**config.mk**
```make
export PLATFORM = sky130hd
export DESIGN_NAME = beacon_scan_record_parser_top
export DESIGN_NICKNAME = d
export VERILOG_FILES = /design/src/hw/rtl/bsrp_pkg.sv /design/src/hw/rtl/beacon_scan_record_parser_top.sv /design/src/hw/rtl/bsrp_ctrl.sv /design/src/hw/rtl/bsrp_datapath.sv
export SDC_FILE = /design/constraint.sdc
export NUM_CORES = 1
export LEC_CHECK = 0
export BUFFER_PORTS_ARGS = -buffer_cell sky130_fd_sc_hd__buf_2
export CAP_MARGIN = 20
export CORE_ASPECT_RATIO = 1.75
export CORE_UTILIZATION = 55
export CTS_CLUSTER_DIAMETER = 80
export DETAILED_ROUTE_END_ITERATION = 6
export GPL_TIMING_DRIVEN = 0
export PLACE_DENSITY = 0.72
export SLEW_MARGIN = 10
export SYNTH_ARGS = -nofsm -noshare
export SYNTH_HDL_FRONTEND = slang
export SYNTH_SLANG_ARGS = --single-unit
```
**constraint.sdc**
```tcl
create_clock -name clk -period 8.6 [get_ports clk]
set_clock_uncertainty 0.15 [all_clocks]
set_input_delay 1.72 -clock clk [delete_from_list [all_inputs] [get_ports clk]]
set_output_delay 1.72 -clock clk [all_outputs]
set_load 0.005 [all_outputs]
```
**src/hw/rtl/bsrp_pkg.sv**
```systemverilog
// Shared types and constants for the beacon scan record parser.
// No dependencies.
package bsrp_pkg;

	localparam int unsigned MAX_RECORDS_DEF = 128;
	localparam int unsigned SSID_BYTES_DEF  = 32;

	localparam logic [7:0]  FC_MASK       = 8'hFC;
	localparam logic [7:0]  FC_BEACON     = 8'h80;
	localparam logic [7:0]  FC_PROBE_RESP = 8'h50;
	localparam logic [11:0] POS_BSSID_LO  = 12'd10;
	localparam logic [11:0] POS_BSSID_HI  = 12'd15;
	localparam logic [11:0] POS_MIN_LAST  = 12'd23;
	localparam logic [11:0] POS_IE_START  = 12'd36;
	localparam logic [11:0] POS_MAX       = 12'd4095;

	localparam logic [7:0]  EID_SSID   = 8'd0;
	localparam logic [7:0]  EID_DS     = 8'd3;
	localparam logic [7:0]  EID_RSN    = 8'd48;
	localparam logic [7:0]  EID_VENDOR = 8'd221;
	localparam logic [23:0] OUI_WFA    = 24'h0050F2;
	localparam logic [7:0]  VTYPE_WPA  = 8'h01;
	localparam logic [7:0]  VTYPE_WPS  = 8'h02;

	localparam logic [2:0]  SEC_WPA   = 3'd2;
	localparam logic [2:0]  SEC_RSN   = 3'd3;
	localparam logic [2:0]  SEC_TYPE2 = 3'd4;

	localparam logic       CFG_SCAN_ENABLE = 1'b0;
	localparam logic       CFG_FREQ        = 1'b1;

	typedef enum logic [1:0] {
		PH_ID   = 2'd0,
		PH_LEN  = 2'd1,
		PH_DATA = 2'd2
	} el_phase_t;

	// controller -> datapath
	typedef struct packed {
		logic       byte_acc;
		logic       scan_start;
		logic       rec_start;
		logic       load_out;
		logic [4:0] k;
	} cmd_t;

	// datapath -> controller
	typedef struct packed {
		logic frame_ok;
		logic last_k;
	} sts_t;

endpackage

```
**src/hw/rtl/beacon_scan_record_parser_top.sv**
```systemverilog
// Beacon scan record parser: one frame byte or scan-start request per cycle while in_stall is low.
// A record's first result is loaded into the output register once the controller has entered its emit state.
// Throughput: 1 request per cycle while parsing; an accepted record then holds
// in_stall for max(ssid_len,1) output transfers, set by the single output register.
// Reset (arst_n low, async) clears record count, parser state, configuration and output valid, not the output register.
module beacon_scan_record_parser_top import bsrp_pkg::*; #(
	parameter int unsigned MAX_RECORDS = MAX_RECORDS_DEF,
	parameter int unsigned SSID_BYTES  = SSID_BYTES_DEF
) (
	input  logic              clk,
	input  logic              arst_n,
	// configuration write port
	input  logic              cfg_we,
	input  logic              cfg_index,
	input  logic [12:0]       cfg_wdata,
	// request channel
	input  logic              in_valid,
	output logic              in_stall,
	input  logic              command,
	input  logic [7:0]        frame_byte,
	input  logic              last_byte,
	input  logic signed [7:0] signal_dbm,
	// result channel
	output logic              out_valid,
	input  logic              out_stall,
	output logic [47:0]       bssid,
	output logic signed [7:0] record_rssi,
	output logic [12:0]       record_freq,
	output logic [7:0]        channel,
	output logic [2:0]        security,
	output logic [5:0]        ssid_len,
	output logic [4:0]        ssid_index,
	output logic [7:0]        ssid_byte,
	output logic              last_of_record
);

	cmd_t cmd;
	sts_t sts;

	// sequencer: accepts requests, walks SSID bytes at record end
	bsrp_ctrl u_ctrl (
		.clk       (clk),
		.arst_n    (arst_n),
		.in_valid  (in_valid),
		.in_stall  (in_stall),
		.command   (command),
		.last_byte (last_byte),
		.out_valid (out_valid),
		.out_stall (out_stall),
		.sts       (sts),
		.cmd       (cmd)
	);

	// header capture, element parsing, SSID double bank, output register
	bsrp_datapath #(
		.MAX_RECORDS (MAX_RECORDS),
		.SSID_BYTES  (SSID_BYTES)
	) u_dp (
		.clk            (clk),
		.arst_n         (arst_n),
		.cmd            (cmd),
		.sts            (sts),
		.frame_byte     (frame_byte),
		.last_byte      (last_byte),
		.signal_dbm     (signal_dbm),
		.cfg_we         (cfg_we),
		.cfg_index      (cfg_index),
		.cfg_wdata      (cfg_wdata),
		.bssid          (bssid),
		.record_rssi    (record_rssi),
		.record_freq    (record_freq),
		.channel        (channel),
		.security       (security),
		.ssid_len       (ssid_len),
		.ssid_index     (ssid_index),
		.ssid_byte      (ssid_byte),
		.last_of_record (last_of_record)
	);

endmodule

```
**src/hw/rtl/bsrp_ctrl.sv**
```systemverilog
// Controller: input acceptance, record emission sequencing, output valid.
// Depends on bsrp_pkg.
module bsrp_ctrl import bsrp_pkg::*; (
	input  logic clk,
	input  logic arst_n,
	input  logic in_valid,
	output logic in_stall,
	input  logic command,
	input  logic last_byte,
	output logic out_valid,
	input  logic out_stall,
	input  sts_t sts,
	output cmd_t cmd
);

	typedef enum logic {
		S_IDLE,
		S_EMIT
	} state_t;

	state_t     state_q;
	logic [4:0] k_q;
	logic       out_valid_q;
	logic       accept;
	logic       load;

	assign in_stall  = (state_q == S_EMIT);
	assign accept    = in_valid & ~in_stall;
	assign load      = (state_q == S_EMIT) & (~out_valid_q | ~out_stall);
	assign out_valid = out_valid_q;

	always_comb begin
		cmd.byte_acc   = accept & ~command;
		cmd.scan_start = accept & command;
		cmd.rec_start  = accept & ~command & last_byte & sts.frame_ok;
		cmd.load_out   = load;
		cmd.k          = k_q;
	end

	always_ff @(posedge clk or negedge arst_n) begin
		if (!arst_n) begin
			state_q     <= S_IDLE;
			k_q         <= '0;
			out_valid_q <= 1'b0;
		end else begin
			if (load)
				out_valid_q <= 1'b1;
			else if (!out_stall)
				out_valid_q <= 1'b0;
			unique case (state_q)
				S_IDLE: begin
					k_q <= '0;
					if (cmd.rec_start)
						state_q <= S_EMIT;
				end
				S_EMIT: begin
					if (load) begin
						k_q <= k_q + 5'd1;
						if (sts.last_k)
							state_q <= S_IDLE;
					end
				end
				default: state_q <= S_IDLE;
			endcase
		end
	end

	a_last_ends: assert property (@(posedge clk) disable iff (!arst_n)
		load && sts.last_k |=> state_q == S_IDLE)
		else $error("emission did not end after last result");
	a_no_accept_emit: assert property (@(posedge clk) disable iff (!arst_n)
		state_q == S_EMIT |-> !cmd.byte_acc && !cmd.scan_start)
		else $error("request accepted during emission");
	a_start_idle: assert property (@(posedge clk) disable iff (!arst_n)
		cmd.rec_start |=> state_q == S_EMIT && k_q == 5'd0)
		else $error("record start did not enter emission");

endmodule

```
**src/hw/rtl/bsrp_datapath.sv**
```systemverilog
// Datapath: frame header capture, element parser, SSID banks, output register.
// Depends on bsrp_pkg.
module bsrp_datapath import bsrp_pkg::*; #(
	parameter int unsigned MAX_RECORDS = MAX_RECORDS_DEF,
	parameter int unsigned SSID_BYTES  = SSID_BYTES_DEF
) (
	input  logic               clk,
	input  logic               arst_n,
	input  cmd_t               cmd,
	output sts_t               sts,
	input  logic [7:0]         frame_byte,
	input  logic               last_byte,
	input  logic signed [7:0]  signal_dbm,
	input  logic               cfg_we,
	input  logic               cfg_index,
	input  logic [12:0]        cfg_wdata,
	output logic [47:0]        bssid,
	output logic signed [7:0]  record_rssi,
	output logic [12:0]        record_freq,
	output logic [7:0]         channel,
	output logic [2:0]         security,
	output logic [5:0]         ssid_len,
	output logic [4:0]         ssid_index,
	output logic [7:0]         ssid_byte,
	output logic               last_of_record
);

	localparam int unsigned IW    = (SSID_BYTES > 1) ? $clog2(SSID_BYTES) : 1;
	localparam int unsigned DEPTH = 1 << IW;
	localparam logic [8:0]  SSID_MAX = 9'(SSID_BYTES);
	localparam logic [7:0]  REC_MAX  = 8'(MAX_RECORDS);

	logic              scan_en_q;
	logic [12:0]       freq_q;
	logic [11:0]       pos_q;
	logic [7:0]        fc_q;
	logic [47:0]       bssid_q;
	logic signed [7:0] rssi_q;
	el_phase_t         ph_q, ph_n;
	logic [7:0]        eid_q, eid_n;
	logic [7:0]        elen_q, elen_n;
	logic [7:0]        eoff_q, eoff_n;
	logic [31:0]       vh_q, vh_n;
	logic [5:0]        slen_q, slen_n;
	logic [7:0]        chan_q, chan_n;
	logic [2:0]        sec_q, sec_n;
	logic [7:0]        rcount_q;
	logic              bank_q, bank_n;
	logic [7:0]        bank0_q [DEPTH];
	logic [7:0]        bank1_q [DEPTH];
	logic              wr_en;
	logic [IW-1:0]     wr_idx;
	logic              done;
	logic              first;
	logic              in_ie;
	logic [7:0]        fc_cur;
	logic [7:0]        rd_byte;
	logic [5:0]        n_res;
	logic [5:0]        k_inc;

	assign first  = (pos_q == '0);
	assign in_ie  = cmd.byte_acc & (pos_q >= POS_IE_START);
	assign fc_cur = (first ? frame_byte : fc_q) & FC_MASK;

	always_comb begin
		sts.frame_ok = ((fc_cur == FC_BEACON) || (fc_cur == FC_PROBE_RESP)) && scan_en_q &&
			(rcount_q < REC_MAX) && (pos_q >= POS_MIN_LAST);
		n_res        = (slen_q == '0) ? 6'd1 : slen_q;
		k_inc        = {1'b0, cmd.k} + 6'd1;
		sts.last_k   = (k_inc >= n_res);
	end

	// element parser next state
	always_comb begin
		ph_n   = ph_q;
		eid_n  = eid_q;
		elen_n = elen_q;
		eoff_n = eoff_q;
		vh_n   = vh_q;
		slen_n = slen_q;
		chan_n = chan_q;
		sec_n  = sec_q;
		bank_n = bank_q;
		wr_en  = 1'b0;
		wr_idx = eoff_q[IW-1:0];
		done   = 1'b0;
		if (in_ie) begin
			unique case (ph_q)
				PH_ID: begin
					eid_n = frame_byte;
					ph_n  = PH_LEN;
				end
				PH_LEN: begin
					elen_n = frame_byte;
					eoff_n = '0;
					vh_n   = '0;
					if (frame_byte == '0)
						done = 1'b1;
					else
						ph_n = PH_DATA;
				end
				default: begin
					wr_en = ({1'b0, eoff_q} < SSID_MAX);
					unique case (eoff_q)
						8'd0:    vh_n[31:24] = frame_byte;
						8'd1:    vh_n[23:16] = frame_byte;
						8'd2:    vh_n[15:8]  = frame_byte;
						8'd3:    vh_n[7:0]   = frame_byte;
						default: vh_n        = vh_q;
					endcase
					eoff_n = eoff_q + 8'd1;
					if (eoff_n >= elen_q)
						done = 1'b1;
				end
			endcase
			if (done) begin
				ph_n = PH_ID;
				unique case (eid_n)
					EID_SSID: begin
						if ({1'b0, elen_n} <= SSID_MAX) begin
							slen_n = elen_n[5:0];
							bank_n = ~bank_q;
						end
					end
					EID_DS:  chan_n = (elen_n == '0) ? 8'd0 : vh_n[31:24];
					EID_RSN: sec_n  = SEC_RSN;
					EID_VENDOR: begin
						if (elen_n >= 8'd4 && vh_n[31:8] == OUI_WFA) begin
							if (vh_n[7:0] == VTYPE_WPA) sec_n = SEC_WPA;
							if (vh_n[7:0] == VTYPE_WPS) sec_n = SEC_TYPE2;
						end
					end
					default: ;
				endcase
			end
		end
	end

	// committed SSID lives in bank bank_q; new SSID data goes to the other one
	always_ff @(posedge clk) begin
		if (wr_en) begin
			if (bank_q)
				bank0_q[wr_idx] <= frame_byte;
			else
				bank1_q[wr_idx] <= frame_byte;
		end
	end

	assign rd_byte = bank_q ? bank1_q[cmd.k[IW-1:0]] : bank0_q[cmd.k[IW-1:0]];

	always_ff @(posedge clk or negedge arst_n) begin
		if (!arst_n) begin
			scan_en_q <= 1'b0;
			freq_q    <= '0;
			pos_q     <= '0;
			fc_q      <= '0;
			bssid_q   <= '0;
			rssi_q    <= '0;
			ph_q      <= PH_ID;
			eid_q     <= '0;
			elen_q    <= '0;
			eoff_q    <= '0;
			vh_q      <= '0;
			slen_q    <= '0;
			chan_q    <= '0;
			sec_q     <= '0;
			rcount_q  <= '0;
			bank_q    <= 1'b0;
		end else begin
			if (cfg_we) begin
				unique case (cfg_index)
					CFG_SCAN_ENABLE: scan_en_q <= cfg_wdata[0];
					CFG_FREQ:        freq_q    <= cfg_wdata;
					default: ;
				endcase
			end
			if (cmd.scan_start)
				rcount_q <= '0;
			else if (cmd.rec_start)
				rcount_q <= rcount_q + 8'd1;
			if (cmd.byte_acc) begin
				if (first) begin
					fc_q    <= frame_byte;
					rssi_q  <= signal_dbm;
					bssid_q <= '0;
					ph_q    <= PH_ID;
					eid_q   <= '0;
					elen_q  <= '0;
					eoff_q  <= '0;
					vh_q    <= '0;
					slen_q  <= '0;
					chan_q  <= '0;
					sec_q   <= '0;
				end else begin
					if (pos_q >= POS_BSSID_LO && pos_q <= POS_BSSID_HI)
						bssid_q <= {bssid_q[39:0], frame_byte};
					ph_q   <= last_byte ? PH_ID : ph_n;
					eid_q  <= eid_n;
					elen_q <= elen_n;
					eoff_q <= eoff_n;
					vh_q   <= vh_n;
					slen_q <= slen_n;
					chan_q <= chan_n;
					sec_q  <= sec_n;
					bank_q <= bank_n;
				end
				if (last_byte)
					pos_q <= '0;
				else if (pos_q != POS_MAX)
					pos_q <= pos_q + 12'd1;
			end
		end
	end

	// output register
	always_ff @(posedge clk) begin
		if (cmd.load_out) begin
			bssid          <= bssid_q;
			record_rssi    <= rssi_q;
			record_freq    <= freq_q;
			channel        <= chan_q;
			security       <= sec_q;
			ssid_len       <= slen_q;
			ssid_index     <= cmd.k;
			ssid_byte      <= (slen_q == '0) ? 8'd0 : rd_byte;
			last_of_record <= sts.last_k;
		end
	end

	a_slen: assert property (@(posedge clk) disable iff (!arst_n)
		{3'b0, slen_q} <= SSID_MAX)
		else $error("ssid length beyond limit");
	a_rcount: assert property (@(posedge clk) disable iff (!arst_n)
		cmd.rec_start |-> rcount_q < REC_MAX)
		else $error("record taken past limit");
	a_first_clear: assert property (@(posedge clk) disable iff (!arst_n)
		cmd.byte_acc && first && !last_byte |=> ph_q == PH_ID && slen_q == '0)
		else $error("frame start did not clear parser");

endmodule

```
== Yosys cells after proc, flatten, opt, wreduce, memory -nomap -nowiden ==
Memory sizes are Yosys's and may differ from the RTL's.
Index checks and enable logic that the tools add are counted.

* Bits in registers: 281
* Bits in latches: 0
* Bits in writable memories: 512
* ROM bits: 0
* Output and inout bits: 102
* Memories kept: 2

{| class="wikitable"
|+ Memories
! memory !! depth !! bits a word !! read ports !! clocked after Yosys merged registers in !! wr ports !! line !! text
|-
| u_dp.bank0_q || 32 || 8 || 1 || 0 || 1 || bsrp_datapath.sv:49 || <nowiki>logic [7:0] bank0_q [DEPTH];</nowiki>
|-
| u_dp.bank1_q || 32 || 8 || 1 || 0 || 1 || bsrp_datapath.sv:50 || <nowiki>logic [7:0] bank1_q [DEPTH];</nowiki>
|}

* Add/sub/neg operators: 5
* $mul: 0
* Divide/modulo/power cells: 0
* Magnitude comparators: 10
* Eq/ne operators: 19
* Shift-type cells: 0
* Multiplexer cells: 71
* Bitwise gates (word level): 15
* Reduce and logical (&&, ||, !) cells: 37

{| class="wikitable"
|+ Operators by type and width
! operator !! count
|-
| 8-bit two-way mux || 23
|-
| 32-bit two-way mux || 3
|-
| 48-bit two-way mux || 2
|-
| 32-bit one-hot mux with 2 select lines || 1
|-
| 6-bit two-way mux || 6
|-
| 8-bit by 2-bit equality test with 1-bit output, second input constant || 4
|-
| 8-bit zero test || 4
|-
| 24-bit by 15-bit equality test with 1-bit output, second input constant || 1
|-
| 12-bit two-way mux || 2
|-
| 3-bit two-way mux || 6
|-
| 8-bit by 1-bit adder with 8-bit output, second input constant || 2
|-
| 8-bit by 1-bit equality test with 1-bit output, second input constant || 2
|-
| 1-bit two-way mux || 16
|-
| 8-bit one-hot mux with 2 select lines || 1
|-
| 2-bit nonzero test || 8
|-
| 12-bit by 1-bit adder with 12-bit output, second input constant || 1
|-
| 12-bit by 4-bit >= comparator with 1-bit output, second input constant || 1
|-
| 12-bit by 5-bit >= comparator with 1-bit output, second input constant || 1
|-
| 12-bit by 6-bit >= comparator with 1-bit output, second input constant || 1
|-
| 12-bit by 4-bit <= comparator with 1-bit output, second input constant || 1
|-
| 12-bit zero test || 1
|-
| 12-bit != test, second input constant || 1
|-
| 2-bit AND reduction || 6
|-
| 6-bit AND reduction || 2
|-
| 37 further kinds || 61
|}

== Depth between registers and ports, before layout ==
Gate-level depths: netlist (run 1).

* Depth in word-level cells: 13
* Depth in mapped cells: 14

== Hierarchy ==
From an unflattened synthesis (run 1), not the netlist that was laid out.

* Cells, all modules: 1792
* Area, all modules: 31347.6 µm²

{| class="wikitable"
|+ Modules (own cells, without submodules)
! module !! times used !! cells an instance !! area each (µm²) !! sequential area each (µm²)
|-
| bsrp_datapath || 1 || 1758 || 30976.0 || 22681.8
|-
| bsrp_ctrl || 1 || 34 || 371.6 || 175.2
|}

== Worst setup path before layout (run 1) ==
Ideal clock, no wire load.

* Path kind: input to register
* Start point: input port out_stall
* End point: register u_dp.bssid[0], enable pin
* Data arrival time: 4219 ps
* Data required time: 7980 ps
* Path slack: 3760 ps
* Stages: 2
* Path buffers: 0
* Cell sequence: nand2_1 -> and2_1

{| class="wikitable"
|+ RTL lines
! element !! line !! text
|-
| start: declaration || beacon_scan_record_parser_top.sv:25 || <nowiki>input logic out_stall,</nowiki>
|-
| end signal: assignment || bsrp_datapath.sv:218 || <nowiki>bssid <= bssid_q;</nowiki>
|-
| end: declaration || bsrp_datapath.sv:17 || <nowiki>output logic [47:0] bssid,</nowiki>
|}

== Final worst setup path (run 1) ==
* Start point: input port command
* End point: memory u_dp.bank1_q[9][0], enable pin

* Longest elaborated chain between the ends: 6

{| class="wikitable"
|+ RTL lines
! element !! line !! text
|-
| start: declaration || beacon_scan_record_parser_top.sv:19 || <nowiki>input logic command,</nowiki>
|-
| 1-bit NOT || bsrp_ctrl.sv:33 || <nowiki>cmd.byte_acc = accept & ~command;</nowiki>
|-
| 1-bit AND || bsrp_ctrl.sv:33 ||
|-
| 1-bit AND || bsrp_datapath.sv:62 || <nowiki>assign in_ie = cmd.byte_acc & (pos_q >= POS_IE_START);</nowiki>
|-
| 1-bit two-way mux || bsrp_datapath.sv:87 || <nowiki>if (in_ie) begin</nowiki>
|-
| 1-bit two-way mux || bsrp_datapath.sv:141 || <nowiki>if (wr_en) begin</nowiki>
|-
| 1-bit two-way mux (implied by the code) || bsrp_datapath.sv:145 || <nowiki>bank1_q[wr_idx] <= frame_byte;</nowiki>
|-
| end: declaration || bsrp_datapath.sv:50 ||
|}

No other way between the ends.

==> results.yml, run 1 <==
die:
  die_w_um: 183.0
  dieArea_sq_um: 58310
  die_h_um: 318.7
  core_area_sq_um: 56400
  ios: 139
  initial_core_util: 0.5588
  placementRows: 115
synth:
  synth_warnings: 0
  synth_cell_types: 66
  async_reset_ff_frac: 0.2263
  syn_inst: 1819
  synth-edff-count: 612
  ys_top_cells_by_area: "edfxtp_1 (58%), dfrtp_1 (14%), mux4_2 (12%)"
  ys.flop_type: "edfxtp_1"
  yosysMostFrequentCell: "edfxtp_1"
  synth-seq-cells: 791
  syn_avg_cell_area_sq_um: 17.33
  synth_top_area_cell: "edfxtp_1"
  synth_nets: 1879
  yosysSeqAreaShare: 0.7252
  synthTopCellsByCount: "edfxtp_1 (612), dfrtp_1 (179), mux4_2 (168)"
  synth.top_cell.area_share: 0.5831
  syn_area_sq_um: 31520
hold_path:
  min_path_cells: 0
  hold_path_class: "reg -> reg"
  whs_endpoint: "u_dp.record_freq[3]"
  hp-start: "u_dp.freq_q[3]"
routing:
  via_count: 17610
  routed_wl_mm: 77.45
  drt_first_pass_iters: 7
  drc_errors: 0
  drt-initial-drc-count: 1366
  avgViaCountPerCell: 6.174
  postRouteAntennaNets: 0
  wl_per_cell_um: 27.15
clock_network:
  cts_resized: 0
  clk_pin_slew_worst_paths_ps: 70
  cts_tree: "done"
  cts_max_level: 3
  ctsLongestPathBuffers: 3
  post-cts-setup-buffers: 0
  cts_buffers: 68
  clockRootBuffer: "clkbuf_16"
  ctsHoldBuffers: 0
  clock-sinks: 791
  clock_latency_ps: 590
critical_path:
  crit_slowest_cell: "nor3b_1"
  reg2reg_depth: 13
  reg2reg_slack_ps: 3980
  crit_chain: "buf_2 > nor3b_1 > nand2_1 > clkbuf_1 > nor3_1 > nand2_1 > nor2_1"
  max_stage_delay_ps: 830
  criticalPathCategory: "in -> reg"
  cpMostUsedCell: "nand2_1"
  endpoint_kind: "flop"
  arrival_ps: 4940
  r2r-end: "u_dp.slen_q[5]"
  critical_path_buf_inv_count: 2
  cp-start-kind: "input pin"
  crit_family: "simple AND/OR/NAND/NOR gates"
  cp.depth: 7
  required_ps: 8670
  path_max_fanout: 10
  reg2reg_from: "u_dp.eoff_q[3]"
placed_design:
  io_buffers: 138
  gp_congestion: 0.9566
  dpl_worst_slack_ps: 3192
  hpwl_mm: 54.12
power:
  pwr_density_cell_nw_per_um2: 217.9
  p_leak_nw: 12.35
  ir_drop_mv: 0.1937
cells_and_area:
  nFillCells: 4099
  antenna_cells: 0
  layout.nets: 2100
  syn_to_final_growth_pct: 12.88
  drive_gt1_frac: 0.2231
global_routing:
  grt_max_degree: 112
  grt-ovfl-total: 0
  antenna_found_initial: 0
  grt_usage: 0.2746
  grt_first_pass_wirelength_mm: 115.8
  grt_pass1_vias: 18690
sta:
  slew_headroom: 0.2548
  final-setup-viol-count: 0
  rsz0062_at_grt: "no"
  finalCritPeriodShare: 0.5669
  fmax_ghz: 0.2051
  setup_tns_ps: 0
  post-route-min-period_ps: 4875
  hold_viol_final: 0
  slew_viol_final: 0
  setup_slack_ps: 3725
  tightestPinTransition_ps: 1114
job:
  maxCapViolations: 0
run_status:
  outcome: "finished, final reports clean"
metal layers:
layer / track usage / vias up / wire [um] / share of wire
met5: 0 / - / 0 / 0
met4: 0.1848 / 0 / 6013 / 0.078
met3: 0.04860 / 256 / 4881 / 0.063
met2: 0.4849 / 815 / 40800 / 0.53
met1: 0.2990 / 8987 / 25750 / 0.33
li1: - / 7556 / - / -
logic make-up (layout without fill, tap and decap cells):
group                      count (synthesis)  after routing  share of synthesized area
AOI/OAI and AO/OA                        156            156                    0.03573
xor gates and xnor gates                  31             31                   0.008614
adders and majority gates                 23             23                   0.009130
buffers and inverters                    120            394                    0.01532
DFF                                      791            791                     0.7252
muxes                                    194            194                     0.1289
and+or+nand+nor                          504            504                    0.07717
state kept, by name, summed over array words and instances (netlist names), 12 cells and up:
register and cells:
u_dp.bank0_q 256, u_dp.bank1_q 256, u_dp.bssid 48, u_dp.bssid_q 48, u_dp.vh_q 32, u_dp.freq_q 13, u_dp.record_freq 13, u_dp.pos_q 12
report_power, final:
part,switching [mW],leakage (nW),internal [mW]
Combinational,0.365,3.39,0.138
Sequential,0.0485,7.91,4.19
Clock,1.36,1.04,1.65
through the flow:
step	power (mW)	util	area, sq um	cells	hold slack (ps)
after detailed placement	4.811	0.5925	33420	2729	278.7
final	7.753	0.6308	35580	2853	292.5
after floorplan	4.588	-	31520	1819	269.4
after CTS	7.783	0.6305	35560	2852	294.5
after global placement	4.776	0.5879	33160	2717	273.9
after global routing	7.977	0.6308	35580	2853	310.2
placed cells by master, fill, tap and decap left out, drive strengths merged, types with 39 or more instances in the layout:
cell / n
a22o: 39
buf: 179
clkbuf: 160
dfrtp: 179
edfxtp: 612
mux4: 168
nand2: 149
nand3: 115
nor2: 126
o21ai: 40
cell type report:
cell class / instances / area, sq um / area share
Timing Repair Buffer: 151 / 952.2 / 0.02676
Clock buffer: 88 / 1797 / 0.05050
Buffer: 100 / 407.9 / 0.01146
Tap cell: 760 / 950.9 / 0.02673
Multi-Input combinational cell: 908 / 8188 / 0.2301
Inverter: 20 / 75.07 / 0.002110
Sequential cell: 791 / 22860 / 0.6424
Clock inverter: 35 / 350.3 / 0.009847
worst max-delay path by stage:
stage,start,end,slack [ps]
5_1_grt,command,u_dp.bank1_q[9][6],3560
2_1_floorplan,out_stall,u_dp.bssid[0],3760
6_report,command,u_dp.bank1_q[9][0],3720
4_1_cts,command,u_dp.bank1_q[28][4],3790
3_5_place_dp,command,u_dp.bank1_q[28][6],3190
3_3_place_gp,out_stall,u_dp.record_rssi[0],2340
No activity file was read; power rests on OpenSTA's default activity.
==> run 2, diff against run 1 <==
Clock period 8.6 ns to 4.9 ns, I/O delays scaled along.
==> run 2 against run 1 <==
  * Final cell count stayed put
  * Cell area is essentially flat
  * Combinational power rose by 76%
  * Die area stayed put
  * Sequential power up 76%
  * Sequential share of layout area is essentially flat
  * Non-clock buffer count stayed put
  * Critical path type is now reg -> reg
==> results.yml, run 2 (synthesized netlist as in run 1, its figures left out) <==
routing:
  postRouteAntennaNets: 0
  via_count: 17680
  wl_per_cell_um: 27.19
  drt_first_pass_iters: 7
  drt-initial-drc-count: 1402
  avgViaCountPerCell: 6.198
  routed_wl_mm: 77.57
  drc_errors: 0
global_routing:
  grt_usage: 0.2746
  grt-ovfl-total: 0
  antenna_found_initial: 0
  grt_first_pass_wirelength_mm: 115.8
  grt_max_degree: 112
  grt_pass1_vias: 18680
critical_path:
  crit_chain: "clkbuf_1 > nand3_1 > nor3_1 > nand3_1 > xnor2_1 > ha_1 > nand3_1 > nor2_1 > o211ai_1 > a211oi_1 > nand3_1 > o21ai_0"
  crit_slowest_cell: "a211oi_1"
  criticalPathCategory: "reg -> reg"
  cp-start-kind: "flop"
  arrival_ps: 4840
  path_max_fanout: 10
  required_ps: 5240
  cpMostUsedCell: "nand3_1"
  max_stage_delay_ps: 750
  endpoint_kind: "flop"
power:
  power_mw: 13.62
  p_leak_nw: 12.35
  pwr_density_cell_nw_per_um2: 382.7
  ir_drop_mv: 0.3403
cells_and_area:
  antenna_cells: 0
  fin_area_sq_um: 35580
  final_common_cell: "edfxtp_1"
  fin_util: 0.6309
  syn_to_final_growth_pct: 12.90
  drive_gt1_frac: 0.2236
  reg.largest.list: "u_dp.bank0_q (256), u_dp.bank1_q (256)"
  layout.nets: 2100
  most-common-layout-cells: "edfxtp_1 (612), dfrtp_1 (179), mux4_2 (168)"
sta:
  slew_headroom: 0.2563
  slew_viol_final: 0
  rsz0062_at_grt: "no"
  post-route-min-period_ps: 4505
  fmax_ghz: 0.2220
  tightestPinTransition_ps: 1111
  hold_viol_final: 0
  finalCritPeriodShare: 0.9194
  final-setup-viol-count: 0
clock_network:
  cts_max_level: 3
  post-cts-setup-buffers: 0
  clock_latency_ps: 590
  cts_buffers: 68
  clock-sinks: 791
  clockRootBuffer: "clkbuf_16"
  cts_tree: "done"
  clk_pin_slew_worst_paths_ps: 70
  ctsLongestPathBuffers: 3
hold_path:
  hold_path_class: "in -> async"
placed_design:
  gp_congestion: 0.9566
  place_area_sq_um: 33420
  io_buffers: 138
  hpwl_mm: 54.12
run_status:
  outcome: "finished, final reports clean"
die:
  core_area_sq_um: 56400
  initial_core_util: 0.5588
  placementRows: 115
  die_h_um: 318.7
  dieArea_sq_um: 58310
  die_w_um: 183.0
  ios: 139
job:
  maxCapViolations: 0
==> run 2: layer usage <==
layer / vias up / global-route usage / part of all wire
met1: 9039 / 0.2990 / 0.33
li1: 7548 / - / -
met4: 0 / 0.1833 / 0.076
met2: 844 / 0.4858 / 0.53
met5: - / 0 / 0
met3: 253 / 0.04826 / 0.063
==> run 2: worst max-delay path: cells and delay by family (launching register included) <==
family / cells / cell delay [ps]
adder cells (fa/ha/maj): 1 / 310
flip-flops: 1 / 460
buffers and inverters: 1 / 350
AO/OA/AOI/OAI: 3 / 1370
AND/OR/NAND/NOR: 6 / 1570
XOR/XNOR: 1 / 180
==> run 2: timing repair <==
action,in CTS,in global routing
endpoints found under the setup margin,0,6
hold endpoints to repair,0,0
resized for setup,0,1
hold buffers,0,0
==> run 2: path summary, 6_finish.rpt <==
kind                                     start             endpoint  slack (ps)  cells after the start
worst max-delay path            u_dp.eoff_q[3]       u_dp.chan_q[6]         400                     12
worst min-delay path                    arst_n     u_dp.bssid_q[21]         190                      1
worst max register to register  u_dp.eoff_q[3]       u_dp.chan_q[6]         400                     12
worst min register to register  u_dp.freq_q[3]  u_dp.record_freq[3]         290                      0
max in group asynchronous               arst_n         u_dp.vh_q[4]        3360                      2
min in group clk                u_dp.freq_q[3]  u_dp.record_freq[3]         290                      0
==> run 2: power by group <==
part / leakage [nW] / total (mW) / switching [mW] / internal, mW
registers: 7.91 / 7.45 / 0.0857 / 7.36
clock network: 1.04 / 5.29 / 2.40 / 2.89
logic: 3.39 / 0.883 / 0.640 / 0.242
==> run 2: layout make-up <==
cell class	count	area [sq um]
Timing Repair Buffer	151	952.2
Clock buffer	88	1797
Tap cell	760	950.9
Sequential cell	791	22860
Buffer	100	407.9
Clock inverter	35	350.3
Fill cell	4097	20820
Multi-Input combinational cell	908	8194
Inverter	20	75.07
==> run 2: stage by stage <==
step	std cells	TNS, ps	setup slack [ps]	hold slack, ps
3_5_place_dp	2729	0	232.3	278.7
2_1_floorplan	1819	0	800.2	269.4
5_1_grt	2853	0	62.81	224.8
3_3_place_gp	2717	-94970	-619.1	273.9
6_report	2853	0	395.2	185.1
4_1_cts	2852	0	601.2	196.2
